`src/hdl/ipv4tl_pkg.sv`:
```
// Shared types and constants for the IPv4/TCP header locator.
package ipv4tl_pkg;

	// Parse phases
	localparam logic [2:0] PH_WAIT_IP = 3'd0;
	localparam logic [2:0] PH_CHAIN   = 3'd1;
	localparam logic [2:0] PH_AH_LEN  = 3'd2;
	localparam logic [2:0] PH_TCP     = 3'd3;
	localparam logic [2:0] PH_DONE    = 3'd4;

	// Verdict codes
	localparam logic [1:0] V_TCP_OK    = 2'd0;
	localparam logic [1:0] V_UNSUPP    = 2'd1;
	localparam logic [1:0] V_TRUNC     = 2'd2;
	localparam logic [1:0] V_TCP_BAD   = 2'd3;

	// Protocol numbers
	localparam logic [7:0] PROTO_TCP = 8'd6;
	localparam logic [7:0] PROTO_AH  = 8'd51;

	// Header geometry
	localparam int unsigned IP_PROTO_BYTE = 9;
	localparam int unsigned TCP_DOFF_BYTE = 12;
	localparam int unsigned TCP_MIN_LEN   = 20;
	localparam int unsigned IHL_MIN       = 5;

	localparam int unsigned OFFSET_W = 16;

	typedef struct packed {
		logic       last;
		logic [7:0] data;
	} in_item_t;

	typedef struct packed {
		logic [1:0]          verdict;
		logic [OFFSET_W-1:0] offset;
	} result_t;

endpackage

```
`src/hdl/ipv4tl_parser.sv`:
```
// Per-packet parse state and combinational byte step logic.
module ipv4tl_parser
	import ipv4tl_pkg::*;
#(
	parameter int LENGTH_BITS = 16
) (
	input  logic     clk,
	input  logic     arst_n,
	input  logic     step,
	input  in_item_t item,
	output logic     res_valid,
	output result_t  res
);

	localparam int LB = LENGTH_BITS;
	localparam int AW = LB + 1;
	localparam int SW = ((LB > 11) ? LB : 11) + 1;
	localparam logic [LB-1:0] POS_MAX = '1;

	logic [LB-1:0] pos_q, nhp_q, tcp_start_q;
	logic [7:0]    proto_q;
	logic [2:0]    phase_q;
	logic [3:0]    doff_q;
	logic [1:0]    early_q;

	logic [LB-1:0] pos_n, nhp_n, tcp_start_n;
	logic [7:0]    proto_n;
	logic [2:0]    phase_n;
	logic [3:0]    doff_n;
	logic [1:0]    early_n;

	logic [SW-1:0] ah_sum;
	logic [AW-1:0] doff_pos;
	logic [AW-1:0] avail;
	logic [7:0]    b;

	assign b        = item.data;
	assign ah_sum   = SW'(nhp_q) + SW'({(9'(b) + 9'd2), 2'b00});
	assign doff_pos = AW'(tcp_start_q) + AW'(TCP_DOFF_BYTE);

	always_comb begin
		pos_n       = pos_q;
		nhp_n       = nhp_q;
		tcp_start_n = tcp_start_q;
		proto_n     = proto_q;
		phase_n     = phase_q;
		doff_n      = doff_q;
		early_n     = early_q;
		if (pos_q == POS_MAX) begin
			early_n = V_TRUNC;
			phase_n = PH_DONE;
		end else begin
			unique case (phase_q)
				PH_WAIT_IP: begin
					if (pos_q == '0) begin
						nhp_n = LB'({b[3:0], 2'b00});
						if (b[3:0] < 4'(IHL_MIN)) begin
							early_n = V_TRUNC;
							phase_n = PH_DONE;
						end
					end else if (pos_q == LB'(IP_PROTO_BYTE)) begin
						proto_n = b;
						phase_n = PH_CHAIN;
					end
				end
				PH_CHAIN: begin
					if (pos_q == nhp_q) begin
						if (proto_q == PROTO_AH) begin
							proto_n = b;
							phase_n = PH_AH_LEN;
						end else if (proto_q == PROTO_TCP) begin
							tcp_start_n = pos_q;
							phase_n     = PH_TCP;
						end else begin
							early_n = V_UNSUPP;
							phase_n = PH_DONE;
						end
					end
				end
				PH_AH_LEN: begin
					// saturate the chain position
					if (ah_sum > SW'(POS_MAX)) begin
						nhp_n = POS_MAX;
					end else begin
						nhp_n = ah_sum[LB-1:0];
					end
					phase_n = PH_CHAIN;
				end
				PH_TCP: begin
					if (AW'(pos_q) == doff_pos) begin
						doff_n = b[7:4];
					end
				end
				default: begin
				end
			endcase
			pos_n = pos_q + LB'(1);
		end
	end

	// bytes from the TCP start up to and including this one
	assign avail = AW'(pos_q) + AW'(1) - AW'(tcp_start_n);

	always_comb begin
		res.verdict = V_TRUNC;
		res.offset  = '0;
		if (phase_n == PH_DONE) begin
			res.verdict = early_n;
		end else if (phase_n == PH_TCP) begin
			if ((avail < AW'(TCP_MIN_LEN)) || (AW'({doff_n, 2'b00}) > avail)) begin
				res.verdict = V_TCP_BAD;
			end else begin
				res.verdict = V_TCP_OK;
				res.offset  = OFFSET_W'(tcp_start_n);
			end
		end
	end

	assign res_valid = step && item.last;

	always_ff @(posedge clk or negedge arst_n) begin
		if (!arst_n) begin
			pos_q       <= '0;
			nhp_q       <= '0;
			tcp_start_q <= '0;
			proto_q     <= '0;
			phase_q     <= PH_WAIT_IP;
			doff_q      <= '0;
			early_q     <= '0;
		end else if (step) begin
			if (item.last) begin
				pos_q       <= '0;
				nhp_q       <= '0;
				tcp_start_q <= '0;
				proto_q     <= '0;
				phase_q     <= PH_WAIT_IP;
				doff_q      <= '0;
				early_q     <= '0;
			end else begin
				pos_q       <= pos_n;
				nhp_q       <= nhp_n;
				tcp_start_q <= tcp_start_n;
				proto_q     <= proto_n;
				phase_q     <= phase_n;
				doff_q      <= doff_n;
				early_q     <= early_n;
			end
		end
	end

endmodule

```
`src/hdl/ipv4_tcp_header_locator.sv`:
```
// Top level of the IPv4/TCP header locator: input stage, parser, result register.
//
// Takes an IPv4 packet one byte per item on the s_ side, starting at the first
// IP header byte, with s_tlast on the final byte. It reads IHL and protocol,
// walks any chain of AH headers and, on reaching TCP, checks that 20 bytes and
// data-offset*4 bytes fit in the packet. Exactly one result item comes out per
// packet, after its last byte: m_tuser holds the verdict (0 TCP found, 1
// unsupported protocol, 2 truncated header, 3 TCP header invalid) and m_tdata
// the TCP header offset (0 unless the verdict is 0). Throughput is one byte
// per cycle unless the input side stalls; the input register feeds the parse
// state update, a loop on the parse state, and the result register holds the
// verdict. Once accepted, the last byte passes the input register and then its
// verdict the result register before m_tvalid rises. The input side stalls
// only while a finished result waits in the result register and the next
// packet's last byte is already in the input register. Packets longer than
// 2^LENGTH_BITS - 1 bytes are reported as truncated.
module ipv4_tcp_header_locator
	import ipv4tl_pkg::*;
#(
	parameter int LENGTH_BITS = 16
) (
	input  logic        clk,
	input  logic        arst_n,
	input  logic        s_tvalid,
	output logic        s_tready,
	input  logic [7:0]  s_tdata,   // [7:0] data_byte
	input  logic        s_tlast,   // last_byte
	output logic        m_tvalid,
	input  logic        m_tready,
	output logic [15:0] m_tdata,   // [15:0] l4_offset
	output logic [1:0]  m_tuser    // [1:0] verdict
);

	// input stage
	logic     valid_s1;
	in_item_t item_s1;

	// result register
	logic     m_valid_q;
	result_t  res_q;

	logic     out_free;
	logic     advance;
	logic     res_valid;
	result_t  res;

	assign out_free = !m_valid_q || m_tready;
	// a last byte only moves on when the result register can take its verdict
	assign advance  = valid_s1 && (!item_s1.last || out_free);
	assign s_tready = !valid_s1 || advance;

	always_ff @(posedge clk or negedge arst_n) begin
		if (!arst_n) begin
			valid_s1 <= 1'b0;
		end else if (s_tvalid && s_tready) begin
			valid_s1 <= 1'b1;
		end else if (advance) begin
			valid_s1 <= 1'b0;
		end
	end

	always_ff @(posedge clk) begin
		if (s_tvalid && s_tready) begin
			item_s1.data <= s_tdata;
			item_s1.last <= s_tlast;
		end
	end

	ipv4tl_parser #(
		.LENGTH_BITS(LENGTH_BITS)
	) u_parser (
		.clk      (clk),
		.arst_n   (arst_n),
		.step     (advance),
		.item     (item_s1),
		.res_valid(res_valid),
		.res      (res)
	);

	always_ff @(posedge clk or negedge arst_n) begin
		if (!arst_n) begin
			m_valid_q <= 1'b0;
		end else if (res_valid) begin
			m_valid_q <= 1'b1;
		end else if (m_tready) begin
			m_valid_q <= 1'b0;
		end
	end

	always_ff @(posedge clk) begin
		if (res_valid) begin
			res_q <= res;
		end
	end

	assign m_tvalid = m_valid_q;
	assign m_tdata  = res_q.offset;
	assign m_tuser  = res_q.verdict;

endmodule

```
`config.mk`:
```
export PLATFORM = sky130hd
export DESIGN_NAME = ipv4_tcp_header_locator
export DESIGN_NICKNAME = d
export VERILOG_FILES = /design/src/hdl/ipv4tl_pkg.sv /design/src/hdl/ipv4tl_parser.sv /design/src/hdl/ipv4_tcp_header_locator.sv
export SDC_FILE = /design/constraint.sdc
export NUM_CORES = 1
export LEC_CHECK = 0
export BUFFER_PORTS_ARGS = -buffer_cell sky130_fd_sc_hd__buf_4
export CAP_MARGIN = 20
export CORE_MARGIN = 2
export CORE_UTILIZATION = 43
export CTS_CLUSTER_DIAMETER = 30
export CTS_CLUSTER_SIZE = 28
export DETAILED_ROUTE_END_ITERATION = 10
export PLACE_DENSITY = 0.61
export SYNTH_ARGS = -nofsm -noshare
export SYNTH_HDL_FRONTEND = slang
export SYNTH_SLANG_ARGS = --single-unit
```
`constraint.sdc`:
```
create_clock -name clk -period 10.4 [get_ports clk]
set_input_delay 1.04 -clock clk [delete_from_list [all_inputs] [get_ports clk]]
set_output_delay 1.04 -clock clk [all_outputs]
set_load 0.1 [all_outputs]
```
==> summary.md <==
| Metric | Value |
|---|---|
| CTS clock-pin slew for the worst setup and hold paths | `~0.070 ns` |
| Cell Area, Synth | `6910 um^2` |
| Startpoint type of the worst setup path | `register` |
| Max-cap viol count | `0` |
| HP Class | `register to register` |
| Clock Tree Buf Depth | `2` |
| DP Wirelength | `about 13000 um` |
| Top area cells in the synthesized netlist | `dfrtp_1, edfxtp_1, ha_1, xnor2_1, o21ai_0` |
| Port Buffers | `32` |
| Largest family of logic cells by synthesized area | `simple AND/OR/NAND/NOR gates` |
| Post-synthesis mux area share | `0.0204` |
| DRT Pass-1 Iters | `5` |
| Synth Area in Compound Gates | `0.206` |
| Initial DRC count | `about 440` |
| Most frequent cell after synthesis | `dfrtp_1` |
| Top cell types by occurrence after synthesis | `dfrtp_1, nand2_1, o21ai_0` |
| Synth Flop Type | `dfrtp_1` |
| Setup TNS | `0 ns` |
| Most common cell on crit path | `ha_1` |
| Post-CTS sizing | `0` |
| Vias in the first global route | `5589` |
| Grt ovf | `0` |
| Insertion delay to the later sink of the worst-skew pair | `between 0.3 and 0.4 ns` |
| Antenna violations before repair | `0` |
| CTS tree | `done` |
| Netlist cell types | `83` |
| Post-Synth Adder-Cell Area | `0.0818` |
| FF-to-FF setup slack | `approximately 4.0 ns` |
| Clk_skew | `0.00965 ns` |
| EDFF count, synth | `27` |
| Area of the multi-input gates | `4090 um^2` |
| Num rows | `46` |
| Syn. warnings | `0` |
| # IOs | `33` |
| Fmax | `around 0.16 GHz` |
| Simple-gate portion of the synthesized area | `0.212` |
| Final Hold Fails | `0` |
| Largest stage delay, worst path | `0.83 ns` |
| Die ar. | `17100 um^2` |
| Antenna diode count | `0` |
| Worst path arrival time | `6.45 ns` |
| Die span in x | `131 um` |
| Register Area | `between 2000 and 2500 um^2` |
| Htree depth | `3` |
| Drt wl/cell | `between 15 and 20 um` |
| Placer Congestion | `around 0.9` |
| Post-route ant nets | `0` |
| Global-route wire length before repair | `29000 um` |
| FILL cells | `about 1500` |
| WS Path Type | `register to register` |
| Finish-stage setup viols | `0` |
| CP Capture Type | `register` |
| All-Layer GR Usage | `0.219` |
| Worst EP required | `10.47 ns` |
| Root Driver | `clkbuf_16` |
| Layout cells sized above 1 | `0.106` |
| Post-CTS setup buffers | `0` |
| Slew Limit Headroom | `0.286` |
| Post-synth top area cell | `dfrtp_1` |
| DRT Wirelength | `18000 um` |
| Worst-Margin Slew | `1.06 ns` |
| Initial core utilization | `0.437` |
| Min cycle time layout | `6.38 ns` |
| FF-to-FF Start | `u_parser.pos_q[0]` |
| Post-CTS Hold Buffers | `0` |
| PwrDens | `137 nW/um^2` |
| Vias post-DR | `5873` |
| Fin. max-slew vios | `0` |
| WHS | `0.504 ns` |
| Final nets | `roughly 820` |
| FFs w/ async S/R, synth | `0.710` |
| Die height | `131 um` |
| Min-delay src | `item_s1[7]` |
| Yosys reg bits | `93` |
| Mapped Cells | `759` |
| Num CTS Buffers | `9` |
| Synth top area share | `0.239` |
| Core Footprint | `between 15000 and 20000 um^2` |
| Syn avg cell area | `between 9 and 10 um^2` |
| RSZ-0062 raised after global routing | `false` |
| Vias per Instance | `5.98` |
| Max Fanout on Critical Path | `28` |
| Sequential-to-total area share from yosys stat | `0.356` |
| Area Growth Syn to Fin | `9.50%` |
| Critical Path Source | `u_parser.pos_q[0]` |
| Xor and xnor fraction of the mapped netlist area | `0.0722` |
| Largest net degree at the start of global routing | `67` |
| VDD IR max | `0.0835 mV` |
| Fin util | `0.478` |
| Residual DRC count | `0` |
| Period utilisation layout | `0.614` |
| P_leak | `around 3.2 nW` |
| Status | `finished, final reports clean` |
| Slowest-stage cell, CP | `nor4_4` |
| Syn Nets | `816` |
| CTS Sinks | `93` |
| Worst path cell trace | `ha_1 > and3_1 > nand3_1 > or2_2 > nand4_1 > buf_4 > mux2_2 > ha_1 > inv_1 > ha_1 > fa_1 > nand3_1 > a21oi_1 > or2_2 > ha_1 > nand2_1 > o21ai_0 > o31ai_1 > a221oi_1 > nand4b_1 > nor4_4 > a211oi_1` |
## cells by family (layout without fill, tap and decap cells)
logic type	Yosys count	count (layout)
buf+inv	84	91
fa+ha+maj	44	44
compound gates	203	203
simple gates	264	264
flops	93	93
mux	14	14
xor+xnor	57	57
## layout by cell type (no fill, tap or decap), types with 4 or more instances in the layout
master	instances
nor2_1	44
ha_1	42
or3_1	10
dfrtp_1	66
o2111ai_1	4
xnor2_1	42
a21oi_1	39
a31oi_1	4
o21ai_0	46
nor3b_1	5
a22o_1	18
inv_1	36
o21bai_1	7
o41ai_1	4
a21o_1	7
buf_4	39
clkbuf_16	9
xor2_1	15
o22ai_1	4
a211oi_1	14
a221o_1	5
nand2_1	53
nand4_1	17
nand3_1	24
and2_1	7
a211oi_2	4
or2_2	4
nand4b_1	6
nor2b_1	7
o31ai_1	6
nand3b_1	6
nor3_1	21
nand2b_1	9
edfxtp_1	27
nor4_1	14
mux2i_1	13
and3_1	18
## per-layer routing
| metal | vias to the layer above | routed length, um | global-route usage |
|---|---|---|---|
| met5 | - | 0 | 0 |
| met4 | 0 | 551 | 0.0995 |
| met3 | 35 | 659 | 0.0269 |
| met2 | 158 | 8300 | 0.350 |
| met1 | 2849 | 8460 | 0.299 |
| li1 | 2831 | - | - |
## critical path, delay by kind of cell, from the launching register on
family,cells,cell delay [ns]
multiplexers,1,0.42
flip-flops,1,0.50
adder cells (fa/ha/maj),5,1.61
AO/OA/AOI/OAI,5,0.87
buffers and inverters,2,0.37
AND/OR/NAND/NOR,9,2.30
## power breakdown
part           total, mW  switching [mW]  internal (mW)  leakage [nW]
registers          0.411          0.0203          0.391          1.18
logic              0.269           0.172         0.0968          1.91
clock network      0.357           0.164          0.192         0.151
## final cells by class
type | count | area share
Clock buffer | 9 | 0.0297
Clock inverter | 7 | 0.0121
Inverter | 36 | 0.0178
Multi-Input combinational cell | 582 | 0.541
Sequential cell | 93 | 0.325
Tap cell | 216 | 0.0357
Timing Repair Buffer | 39 | 0.0387
## registers in the layout, summed over array words and instances (netlist names)
name and flops:
u_parser.pos_q 16, u_parser.tcp_start_q 16, u_parser.doff_q 4, valid_s1 1, m_tuser 2, item_s1 9, m_tdata 16, u_parser.proto_q 8
u_parser.nhp_q 15, u_parser.early_q 2, m_tvalid 1, u_parser.phase_q 3
## through the flow
stage	power, mW	area (um^2)	setup WS [ns]	cells
after floorplan	0.618	6910	5.09	759
after global placement	0.675	7250	4.35	966
after detailed placement	0.683	7250	4.09	966
after CTS	1.04	7570	4.06	982
after global routing	1.08	7570	3.50	982
final	1.04	7570	4.02	982
## path summary, 6_finish.rpt
check | end | cells after the start
max | m_tdata[9] | 22
min | u_parser.proto_q[7] | 1
max reg2reg | m_tdata[9] | 22
min reg2reg | u_parser.proto_q[7] | 1
max in group asynchronous | u_parser.pos_q[12] | 1
min in group asynchronous | u_parser.proto_q[7] | 1
Power figures use the tool's default switching activity.
